$ cat src/rtl/core/assert_macros.svh
// Assertion macros shared by the RTL of the depth sorter.
// Include guarded; holds only property macros.
`ifndef ASSERT_MACROS_SVH
`define ASSERT_MACROS_SVH
// Assert that expression holds on every clock edge out of reset.
`define ASSERT_ALWAYS(label, clk, rstn, expr) \
    label: assert property (@(posedge clk) disable iff (!rstn) (expr)) \
        else $error("assertion failed");
// Assert that antecedent implies consequent in the next cycle.
`define ASSERT_NEXT(label, clk, rstn, ante, cons) \
    label: assert property (@(posedge clk) disable iff (!rstn) (ante) |=> (cons)) \
        else $error("assertion failed");
`endif

$ cat src/rtl/core/pdsc_pkg.sv
// Package for the particle depth sorter: item types and register indexes.
// No dependencies.
`default_nettype none
package pdsc_pkg;
    localparam int COORD_W = 24;
    localparam int KEY_W   = 50;
    localparam logic [1:0] REG_CAMERA_X = 2'd0;
    localparam logic [1:0] REG_CAMERA_Y = 2'd1;
    localparam logic [1:0] REG_CAMERA_Z = 2'd2;

    typedef struct packed {
        logic [15:0] size_y;
        logic [15:0] size_x;
        logic [31:0] colour;
        logic signed [COORD_W-1:0] z;
        logic signed [COORD_W-1:0] y;
        logic signed [COORD_W-1:0] x;
    } particle_t;

    // Queue entry between the key front and the sort/emit back.
    typedef struct packed {
        logic               live;
        logic               last;
        logic [KEY_W-1:0]   key;
        particle_t          part;
    } job_t;
endpackage
`default_nettype wire

$ cat src/rtl/core/pdsc_fifo.sv
// Short queue between front and back. Depends on pdsc_pkg.
`default_nettype none
module pdsc_fifo (
    input  wire             aclk,
    input  wire             aresetn,
    input  wire             in_valid,
    output logic            in_ready,
    input  pdsc_pkg::job_t  in_job,
    output logic            out_valid,
    input  wire             out_ready,
    output pdsc_pkg::job_t  out_job
);
    pdsc_pkg::job_t mem_reg [4];
    logic [2:0] wp_reg, rp_reg;
    logic [2:0] cnt;

    assign cnt       = wp_reg - rp_reg;
    assign in_ready  = cnt != 3'd4;
    assign out_valid = cnt != 3'd0;
    assign out_job   = mem_reg[rp_reg[1:0]];

    always_ff @(posedge aclk) begin
        if (!aresetn) begin
            wp_reg <= '0;
            rp_reg <= '0;
        end else begin
            if (in_valid && in_ready) wp_reg <= wp_reg + 3'd1;
            if (out_valid && out_ready) rp_reg <= rp_reg + 3'd1;
        end
    end

    always_ff @(posedge aclk) begin
        if (in_valid && in_ready) mem_reg[wp_reg[1:0]] <= in_job;
    end
endmodule
`default_nettype wire

$ cat config.mk
export PLATFORM = sky130hd
export DESIGN_NAME = pdsc_fifo
export DESIGN_NICKNAME = d
export VERILOG_FILES = /design/src/rtl/core/assert_macros.svh /design/src/rtl/core/pdsc_pkg.sv /design/src/rtl/core/pdsc_fifo.sv
export SDC_FILE = /design/constraint.sdc
export NUM_CORES = 1
export LEC_CHECK = 0
export BUFFER_PORTS_ARGS = -buffer_cell sky130_fd_sc_hd__buf_2
export CORE_MARGIN = 8
export CORE_UTILIZATION = 61
export DETAILED_ROUTE_END_ITERATION = 7
export HOLD_SLACK_MARGIN = 0.02
export PLACE_DENSITY = 0.85
export SYNTH_ARGS = -nofsm -noshare
export SYNTH_HDL_FRONTEND = slang
export SYNTH_SLANG_ARGS = --single-unit
$ cat constraint.sdc
create_clock -name aclk -period 9.1 [get_ports aclk]
set_input_delay 0.455 -clock aclk [delete_from_list [all_inputs] [get_ports aclk]]
set_output_delay 0.455 -clock aclk [all_outputs]
set_load 0.005 [all_outputs]
==> flow_summary.json, run 1 <==
{
  "vias_per_cell": 6.04,
  "p_per_area_nw_per_um2": 289,
  "hold_viol": 0,
  "finalHoldWorstSlack_ns": 0.0681,
  "gp_congestion": 0.789,
  "r2r_cells": 7,
  "dr_total_vias": 12857,
  "crit_path_end_kind": "primary output",
  "reg2reg_to": "mem_reg[3][173]$_DFFE_PP_",
  "nFillCells": 2418,
  "slew_viol_final": 0,
  "final.setup_skew_ns": 0.0216,
  "cts_resized": 0,
  "synthesis.area_sq_um": 27600,
  "worst_pin_slew_ns": 1.08,
  "postSynthAreaPerCell_sq_um": 26.6,
  "largest_reg_flops": 752,
  "synth.distinct_cells": 21,
  "cts_buffer_depth": 3,
  "ir_drop_v": 0.000246,
  "reg2reg_from": "wp_reg[0]$_SDFFE_PN0P_",
  "setup_violations": 0,
  "critPathMaxFanout": 69,
  "cp_cell_sequence": "buf_4 -> buf_4 -> mux4_2 -> buf_2",
  "required_ns": 8.65,
  "max_freq_mhz": 255,
  "die_h_um": 229,
  "hp-class": "input port to flip-flop",
  "cap_violations": 0,
  "first_pass_iters": 5,
  "drt-wirelength-per-cell_um": 28.2,
  "postCtsSetupRepairBufs": 0,
  "grt_start_max_net_pins": 92,
  "die-area_sq_um": 52300,
  "max_stage_delay_ns": 0.88,
  "drc": 0,
  "slowest_stage": "buf_4",
  "synthTopCellsByArea": "edfxtp_1 82%, mux4_2 15%, dfxtp_1 0.58%",
  "drt-initial-drc-count": 1249,
  "core_sq_um": 45000,
  "synth-seq-cells": 760,
  "ff2ff_setup_slack_ns": 5.18,
  "total_power_mw": 9.37,
  "syn_nets": 1234,
  "die-width_um": 229,
  "min_period_ns": 3.93,
  "start_util_pct": 61.3,
  "cts-root-buf": "clkbuf_16",
  "fp-row-count": 78,
  "crit_arrival_ns": 3.47,
  "seq_area_frac_synth_pct": 82.5,
  "critical_path_class": "flip-flop to primary output",
  "slew_headroom_pct": 28.0,
  "cp-start-kind": "flip-flop",
  "grt_overflow": 0,
  "drive_gt1_share_pct": 45.6,
  "cts.sinks": 760,
  "clk_latency_ns": 0.60,
  "portBuffers": 381,
  "ant_nets": 0,
  "globalRouteTotalUtil_pct": 22.8,
  "yosysWarnings": 0,
  "synth_top_area_share_pct": 81.9,
  "antenna_found_initial": 23,
  "status": "complete, no violations",
  "hold_buffers": 0,
  "finalWirelength_um": 60100,
  "grt_pass1_vias": 13823,
  "p_leak_nw": 10.8,
  "crit_top_cell": "buf_4",
  "syn_to_final_growth_pct": 17.6,
  "ctsHtreeMaxLevel": 3,
  "path_clk_slew_ns": 0.06,
  "synth_top_cell_by_area": "edfxtp_1",
  "dpl.hpwl_um": 35800,
  "grt_first_pass_wirelength_um": 88800,
  "tns_ns": 0,
  "syn-instance-count": 1035,
  "cts_buffers": 73,
  "cp-endpoint": "out_job[93]",
  "rsz0062_at_grt": "false",
  "fin_crit_sh_pct": 43.1,
  "finalNetCount": 1661,
  "io_pins": 382,
  "cts_tree": "built"
}
worst max-delay path, delay by kind of cell, from the launching register on:
family                 cells  cell delay [ns]
buffers and inverters      3             1.63
DFF                        1             0.67
muxes                      1             0.47
synthesized netlist by cell type:
library cell,n
edfxtp_1,752
mux4_2,188
buf_2,22
buf_4,12
nand2_1,11
clkbuf_1,8
dfxtp_1,8
ha_1,7
mux2i_1,7
inv_1,4
and2_1,3
nand2b_1,3
a31oi_4,2
buf_6,1
nand3_1,1
nor2b_1,1
o211ai_1,1
o21a_4,1
or2_2,1
xnor2_1,1
xnor2_2,1
worst min-delay path by stage:
stage	start	to	slack (ns)	cells past startpoint
6_report	in_job[14]	mem_reg[0][14]$_DFFE_PP_	0.07	1
5_1_grt	in_job[14]	mem_reg[0][14]$_DFFE_PP_	0.03	1
4_1_cts	in_job[38]	mem_reg[2][38]$_DFFE_PP_	0.03	1
3_5_place_dp	rp_reg[1]$_SDFFE_PN0P_	flip-flop	0.49	2
3_3_place_gp	wp_reg[2]$_SDFFE_PN0P_	wp_reg[2]$_SDFFE_PN0P_	0.47	2
2_1_floorplan	wp_reg[2]$_SDFFE_PN0P_	wp_reg[2]$_SDFFE_PN0P_	0.46	2
routing by layer:
metal  wire (um)  track usage (%)  vias to the layer above
met5         138                0                        -
met4        1610             7.60                       20
met3        5690             7.56                      121
met2       31000             37.8                      693
met1       21700             28.4                     6658
li1            -                -                     5365
area by class of cell:
class                           instances  area (sq um)  area share, %
Sequential cell                       760         22700           70.1
Multi-Input combinational cell        228          4590           14.1
Timing Repair Buffer                  395          2020           6.24
Clock buffer                           91          1990           6.13
Tap cell                              600           751           2.31
Clock inverter                         39           294          0.906
Antenna cell                           13          32.5          0.100
Inverter                                4          15.0         0.0463
layout by cell type, fill, tap and decap left out, types with 9 or more instances in the layout:
cell type | synthesis | layout
edfxtp_1 | 752 | 752
buf_2 | 22 | 381
mux4_2 | 188 | 188
clkbuf_16 | 0 | 77
clkinv_1 | 0 | 19
diode_2 | 0 | 13
clkbuf_1 | 8 | 13
buf_4 | 12 | 13
nand2_1 | 11 | 11
clkinv_2 | 0 | 9
power breakdown:
part	total, mW	internal, mW	switching [mW]
clock network	2.89	1.66	1.22
logic	2.04	0.999	1.04
registers	4.45	4.28	0.167
total	9.37	6.94	2.43
per-stage QoR:
stage	utilization, %	std cells	setup slack, ns	cell area (sq um)
6_report	72.1	2130	5.17	32400
3_5_place_dp	67.0	1987	5.21	30100
5_1_grt	72.1	2127	4.92	32400
3_3_place_gp	67.0	1987	5.23	30100
2_1_floorplan	-	1035	2.96	27600
4_1_cts	72.0	2117	5.11	32400
cell families after synthesis:
| kind of cell | Yosys count | synth area share (%) |
|---|---|---|
| DFF | 760 | 82.5 |
| muxes | 195 | 15.6 |
| buffers and inverters | 47 | 0.930 |
| xor gates and xnor gates | 2 | 0.0908 |
| adders and majority gates | 7 | 0.318 |
| and+or+nand+nor | 20 | 0.349 |
| AOI/OAI and AO/OA | 4 | 0.236 |
(Power assumes the default switching activity.)
==> run 2, diff against run 1 <==
--- a/config.mk
+++ b/config.mk
@@ -7,10 +7,10 @@
 export LEC_CHECK = 0
 export BUFFER_PORTS_ARGS = -buffer_cell sky130_fd_sc_hd__buf_2
 export CORE_MARGIN = 8
-export CORE_UTILIZATION = 61
+export CORE_UTILIZATION = 57
 export DETAILED_ROUTE_END_ITERATION = 7
 export HOLD_SLACK_MARGIN = 0.02
-export PLACE_DENSITY = 0.85
+export PLACE_DENSITY = 0.8
 export SYNTH_ARGS = -nofsm -noshare
 export SYNTH_HDL_FRONTEND = slang
 export SYNTH_SLANG_ARGS = --single-unit
==> constraint.sdc (replaced) <==
create_clock -name aclk -period 3.9 [get_ports aclk]
set_input_delay 0.195 -clock aclk [delete_from_list [all_inputs] [get_ports aclk]]
set_output_delay 0.195 -clock aclk [all_outputs]
set_load 0.005 [all_outputs]
==> run 2 against run 1 <==
  * Combinational power rose to 2.6 times the previous value
  * Sequential share of layout area fell by 5.0 points
  * Routed wire length rose by 8.4%
  * Die area rose by 6.5%
  * Sequential power rose by 130%
  * Final cell count rose by 10%
  * Count of clock-buffer cells in the layout fell by 4
  * Clock power rose by 150%
  * Sequential cell count did not move
  * Critical path type unchanged
==> flow_summary.json, run 2 (synthesized netlist as in run 1, its figures left out) <==
{
  "status": "complete, no violations",
  "slew_viol_final": 0,
  "finalWirelength_um": 65200,
  "fin_cells": 2353,
  "ir_drop_v": 0.000544,
  "clk_latency_ns": 0.61,
  "reg2reg_from": "wp_reg[1]$_SDFFE_PN0P_",
  "sw_frac_of_total_pct": 26.3,
  "ant_nets": 0,
  "path_clk_slew_ns": 0.07,
  "final.setup_skew_ns": 0.0290,
  "fin_util_pct": 73.2,
  "fp-row-count": 80,
  "multiInputGateArea_sq_um": 4610,
  "gp_congestion": 0.794,
  "drive_gt1_share_pct": 41.9,
  "start_util_pct": 57.8,
  "tns_ns": 0,
  "hp-class": "input port to flip-flop",
  "crit_arrival_ns": 2.72,
  "hold_viol": 0,
  "holdPathStages": 2,
  "core_sq_um": 47700,
  "ff2ff_setup_slack_ns": 1.19,
  "die-area_sq_um": 55700,
  "slowest_stage": "dfxtp_4",
  "ctsHtreeMaxLevel": 3,
  "first_pass_iters": 5,
  "rsz0062_at_grt": "false",
  "cts_tree": "built",
  "fin_crit_sh_pct": 74.7,
  "p_per_area_nw_per_um2": 653,
  "drt-wirelength-per-cell_um": 27.7,
  "critPathMaxFanout": 32,
  "max_stage_delay_ns": 0.79,
  "power_frac_clock_pct": 31.5,
  "net-switching-power_mw": 6.00,
  "place_inst": 2018,
  "p_leak_nw": 11.8,
  "die_h_um": 236,
  "hold_path_end": "mem_reg[3][18]$_DFFE_PP_",
  "vias_per_cell": 5.91,
  "largest_reg_flops": 752,
  "cp-start-kind": "flip-flop",
  "grt_start_max_net_pins": 100,
  "r2r_cells": 6,
  "slew_headroom_pct": 50.8,
  "drc": 0,
  "final_cell_mix": "752 x edfxtp_1, 381 x buf_2, 192 x dlygate4sd3_1",
  "io_pins": 382,
  "pwr-share-comb_pct": 23.3,
  "total_power_mw": 22.8,
  "cap_violations": 0,
  "register_area_sq_um": 22800,
  "antenna_found_initial": 9,
  "power_frac_seq_pct": 45.2,
  "cts_resized": 0,
  "cts.sinks": 760,
  "min-delay-start": "in_job[18]",
  "die-width_um": 236,
  "critical_path_class": "flip-flop to primary output",
  "min_period_ns": 2.91,
  "nFillCells": 2492,
  "dr_total_vias": 13907,
  "cts_buffer_depth": 3,
  "finalNetCount": 1869,
  "setup_violations": 0,
  "cts_buffers": 73,
  "grt_first_pass_wirelength_um": 96600,
  "cts-root-buf": "clkbuf_16",
  "crit_path_end_kind": "primary output",
  "portBuffers": 381,
  "syn_to_final_growth_pct": 26.7,
  "required_ns": 3.70,
  "intPower_mw": 16.8,
  "grt_pass1_vias": 15038,
  "worst_pin_slew_ns": 0.738,
  "grt_overflow": 0,
  "max_freq_mhz": 343,
  "dpl.hpwl_um": 35500,
  "reg2reg_to": "mem_reg[2][163]$_DFFE_PP_",
  "cp_cell_sequence": "buf_4 -> mux4_2 -> buf_2",
  "globalRouteTotalUtil_pct": 23.2,
  "final_common_cell": "edfxtp_1",
  "finalHoldWorstSlack_ns": 0.346,
  "drt-initial-drc-count": 1404
}
## run 2: area by class of cell
class,instances,area share (%)
Multi-Input combinational cell,228,13.2
Sequential cell,760,65.1
Tap cell,615,2.20
Inverter,4,0.0430
Antenna cell,10,0.0716
Clock inverter,46,1.51
Timing Repair Buffer,603,12.4
Clock buffer,87,5.50
## run 2: worst max-delay path by stage
stage | startpoint | slack [ns] | endpoint
5_1_grt | flip-flop | 0.80 | out_job[29]
3_5_place_dp | wp_reg[0]$_SDFFE_PN0P_ | 1.30 | mem_reg[2][111]$_DFFE_PP_
6_report | flip-flop | 0.99 | out_job[29]
3_3_place_gp | rp_reg[1]$_SDFFE_PN0P_ | 1.33 | mem_reg[2][114]$_DFFE_PP_
2_1_floorplan | wp_reg[0]$_SDFFE_PN0P_ | -0.70 | mem_reg[3][0]$_DFFE_PP_
4_1_cts | flip-flop | 0.89 | out_job[45]
## run 2: per-layer routing
metal / track usage (%) / up-vias / share of wire [%]
li1: - / 5767 / -
met1: 28.4 / 7254 / 36
met2: 39.5 / 755 / 52
met3: 5.97 / 129 / 8.5
met4: 9.50 / 2 / 3.5
met5: 0.801 / - / 0.097
## run 2: worst max-delay path: cells and delay by family (launching register included)
family | cells | cell delay [ns]
buffers and inverters | 2 | 0.69
DFF | 1 | 0.79
muxes | 1 | 0.61
## run 2: per-stage QoR
stage | area (sq um) | setup WS [ns]
global route | 34900 | 0.797
global placement | 30500 | 1.33
detailed placement | 30500 | 1.30
CTS | 34900 | 0.889
floorplan | 27600 | -0.701
finish | 34900 | 0.988
## run 2: what timing repair did
item,CTS,global route
hold endpoints to repair,760,0
buffers inserted,0,0
hold buffers,192,0
## run 2: power by group through the flow
stage | logic (mW) | registers (mW) | clock network [mW]
after floorplan | 3.02 | 10.3 | 0
after global placement | 5.02 | 10.4 | 0
after detailed placement | 5.07 | 10.4 | 0
after CTS | 5.31 | 10.3 | 7.25
after global routing | 5.63 | 10.4 | 7.59
final | 5.31 | 10.3 | 7.20
==> run 3, diff against run 2 <==
--- a/config.mk
+++ b/config.mk
@@ -7,10 +7,10 @@
 export LEC_CHECK = 0
 export BUFFER_PORTS_ARGS = -buffer_cell sky130_fd_sc_hd__buf_2
 export CORE_MARGIN = 8
-export CORE_UTILIZATION = 57
+export CORE_UTILIZATION = 51
 export DETAILED_ROUTE_END_ITERATION = 7
 export HOLD_SLACK_MARGIN = 0.02
-export PLACE_DENSITY = 0.8
+export PLACE_DENSITY = 0.76
 export SYNTH_ARGS = -nofsm -noshare
 export SYNTH_HDL_FRONTEND = slang
 export SYNTH_SLANG_ARGS = --single-unit
==> constraint.sdc (replaced) <==
create_clock -name aclk -period 2.5 [get_ports aclk]
set_input_delay 0.125 -clock aclk [delete_from_list [all_inputs] [get_ports aclk]]
set_output_delay 0.125 -clock aclk [all_outputs]
set_load 0.005 [all_outputs]
==> run 3 against run 2 <==
  * Non-clock buffer count increased by 43
  * Die area increased by 11%
  * Clock skew decreased by 0.018 ns
  * Register-to-register slack got worse by 0.94 ns
  * Power increased by 57%
  * Via count decreased by 0.66%
  * Critical endpoint is now out_job[133]
  * Largest cell class unchanged
  * Largest power group unchanged
==> flow_summary.json, run 3 (synthesized netlist as in run 1, its figures left out) <==
{
  "status": "complete, no violations",
  "max_freq_mhz": 428,
  "globalRouteTotalUtil_pct": 20.7,
  "final.setup_skew_ns": 0.0111,
  "intPower_mw": 26.5,
  "sw_frac_of_total_pct": 26.0,
  "die-area_sq_um": 61800,
  "required_ns": 2.38,
  "fin_cells": 2474,
  "dpl.hpwl_um": 40000,
  "finalWirelength_um": 64500,
  "tns_ns": 0,
  "final_common_cell": "edfxtp_1",
  "cp-endpoint": "out_job[133]",
  "net-switching-power_mw": 9.31,
  "cts_tree": "built",
  "slew_headroom_pct": 71.9,
  "antenna_found_initial": 6,
  "cts_buffer_depth": 3,
  "grt_start_max_net_pins": 54,
  "cap_violations": 0,
  "setup_violations": 0,
  "r2r_cells": 8,
  "cts.sinks": 760,
  "worst_pin_slew_ns": 0.418,
  "pwr-share-comb_pct": 24.5,
  "min-delay-start": "in_job[18]",
  "cts-root-buf": "clkbuf_16",
  "hold_viol": 0,
  "reg2reg_to": "mem_reg[0][47]$_DFFE_PP_",
  "grt_overflow": 0,
  "vias_per_cell": 5.58,
  "power_frac_clock_pct": 31.0,
  "hp-class": "input port to flip-flop",
  "crit_path_end_kind": "primary output",
  "p_per_area_nw_per_um2": 1010,
  "drt-initial-drc-count": 940,
  "max_stage_delay_ns": 0.55,
  "final_cell_mix": "752 x edfxtp_1, 381 x buf_2, 192 x dlygate4sd3_1",
  "largest_reg_flops": 752,
  "drt-wirelength-per-cell_um": 26.1,
  "syn_to_final_growth_pct": 29.0,
  "cp-start-kind": "flip-flop",
  "die_h_um": 249,
  "slew_viol_final": 0,
  "drc": 0,
  "p_leak_nw": 12.1,
  "finalNetCount": 1914,
  "total_power_mw": 35.8,
  "clk_latency_ns": 0.59,
  "ant_nets": 0,
  "drive_gt1_share_pct": 42.9,
  "io_pins": 382,
  "grt_pass1_vias": 15179,
  "start_util_pct": 51.4,
  "grt_first_pass_wirelength_um": 96400,
  "ir_drop_v": 0.000670,
  "cts_resized": 0,
  "ff2ff_setup_slack_ns": 0.25,
  "cts_buffers": 75,
  "path_clk_slew_ns": 0.07,
  "dr_total_vias": 13815,
  "power_frac_seq_pct": 44.5,
  "portBuffers": 381,
  "critical_path_class": "flip-flop to primary output",
  "setup_slack_ns": 0.162,
  "die-width_um": 249,
  "place_inst": 2139,
  "critPathMaxFanout": 13,
  "slowest_stage": "mux4_2",
  "crit_arrival_ns": 2.21,
  "first_pass_iters": 5,
  "ctsHtreeMaxLevel": 3,
  "place_ws_ns": 0.231,
  "gp_congestion": 0.804,
  "core_sq_um": 53600,
  "fp-row-count": 85,
  "fin_crit_sh_pct": 93.5,
  "min_period_ns": 2.34,
  "finalHoldWorstSlack_ns": 0.273,
  "cp_cell_sequence": "buf_12 -> buf_4 -> mux4_2 -> buf_2",
  "rsz0062_at_grt": "false",
  "reg2reg_from": "wp_reg[0]$_SDFFE_PN0P_"
}
run 3: changes by cell type in the layout (fill, tap and decap cells not counted), moves of 2 or more:
cell,delta
buf_12,+18
buf_4,+25
bufinv_16,-4
clkbuf_1,+5
clkbuf_16,+7
clkbuf_8,-2
clkinv_1,+3
clkinv_2,-2
clkinv_8,-3
diode_2,-5
inv_6,-2
run 3: final cells by class:
cell class / count / area, sq um
multi-input combinational: 228 / 4610
timing repair buffer: 646 / 4880
tap: 696 / 871
fill: 3301 / 18000
inverter: 4 / 15.0
clock inverter: 38 / 344
sequential: 760 / 22800
clock buffer: 97 / 2090
antenna: 5 / 12.5
run 3: per-layer routing:
metal	global-route usage, %	up-vias	wire length, um
met5	0	-	13
met4	6.53	2	1410
met3	4.78	85	5350
met2	36.4	686	34200
met1	25.4	7177	23500
li1	-	5865	-
run 3: through the flow:
step	util, %	cell area, sq um
2_1_floorplan	-	27600
3_3_place_gp	58.2	31200
3_5_place_dp	58.2	31200
4_1_cts	66.3	35600
5_1_grt	66.3	35600
6_report	66.3	35600
run 3: timing repair:
| action | in CTS | in global routing |
|---|---|---|
| hold buffers | 192 | 0 |
| endpoints found under the hold margin | 760 | 0 |
| setup endpoints to repair | 50 | 0 |
| setup buffers | 3 | 0 |
run 3: worst min path at each step:
stage / to / depth (start not counted) / slack (ns)
6_report: mem_reg[1][18]$_DFFE_PP_ / 2 / 0.27
5_1_grt: mem_reg[1][18]$_DFFE_PP_ / 2 / 0.24
4_1_cts: mem_reg[0][23]$_DFFE_PP_ / 2 / 0.23
3_5_place_dp: mem_reg[3][69]$_DFFE_PP_ / 1 / 0.34
3_3_place_gp: mem_reg[0][23]$_DFFE_PP_ / 1 / 0.33
2_1_floorplan: mem_reg[0][0]$_DFFE_PP_ / 0 / 0.22
run 3: power by group through the flow:
stage | sequential [mW] | clock, mW | combinational [mW]
floorplan | 16.0 | 0 | 4.71
global placement | 16.1 | 0 | 8.38
CTS | 15.9 | 11.3 | 8.90
detailed placement | 16.2 | 0 | 8.50
finish | 15.9 | 11.1 | 8.80
global route | 16.0 | 11.8 | 9.34
run 3: worst max-delay path, delay by kind of cell (launching register included):
kind | cells | cell delay (ns)
DFF | 1 | 0.43
buffers and inverters | 3 | 0.61
muxes | 1 | 0.55
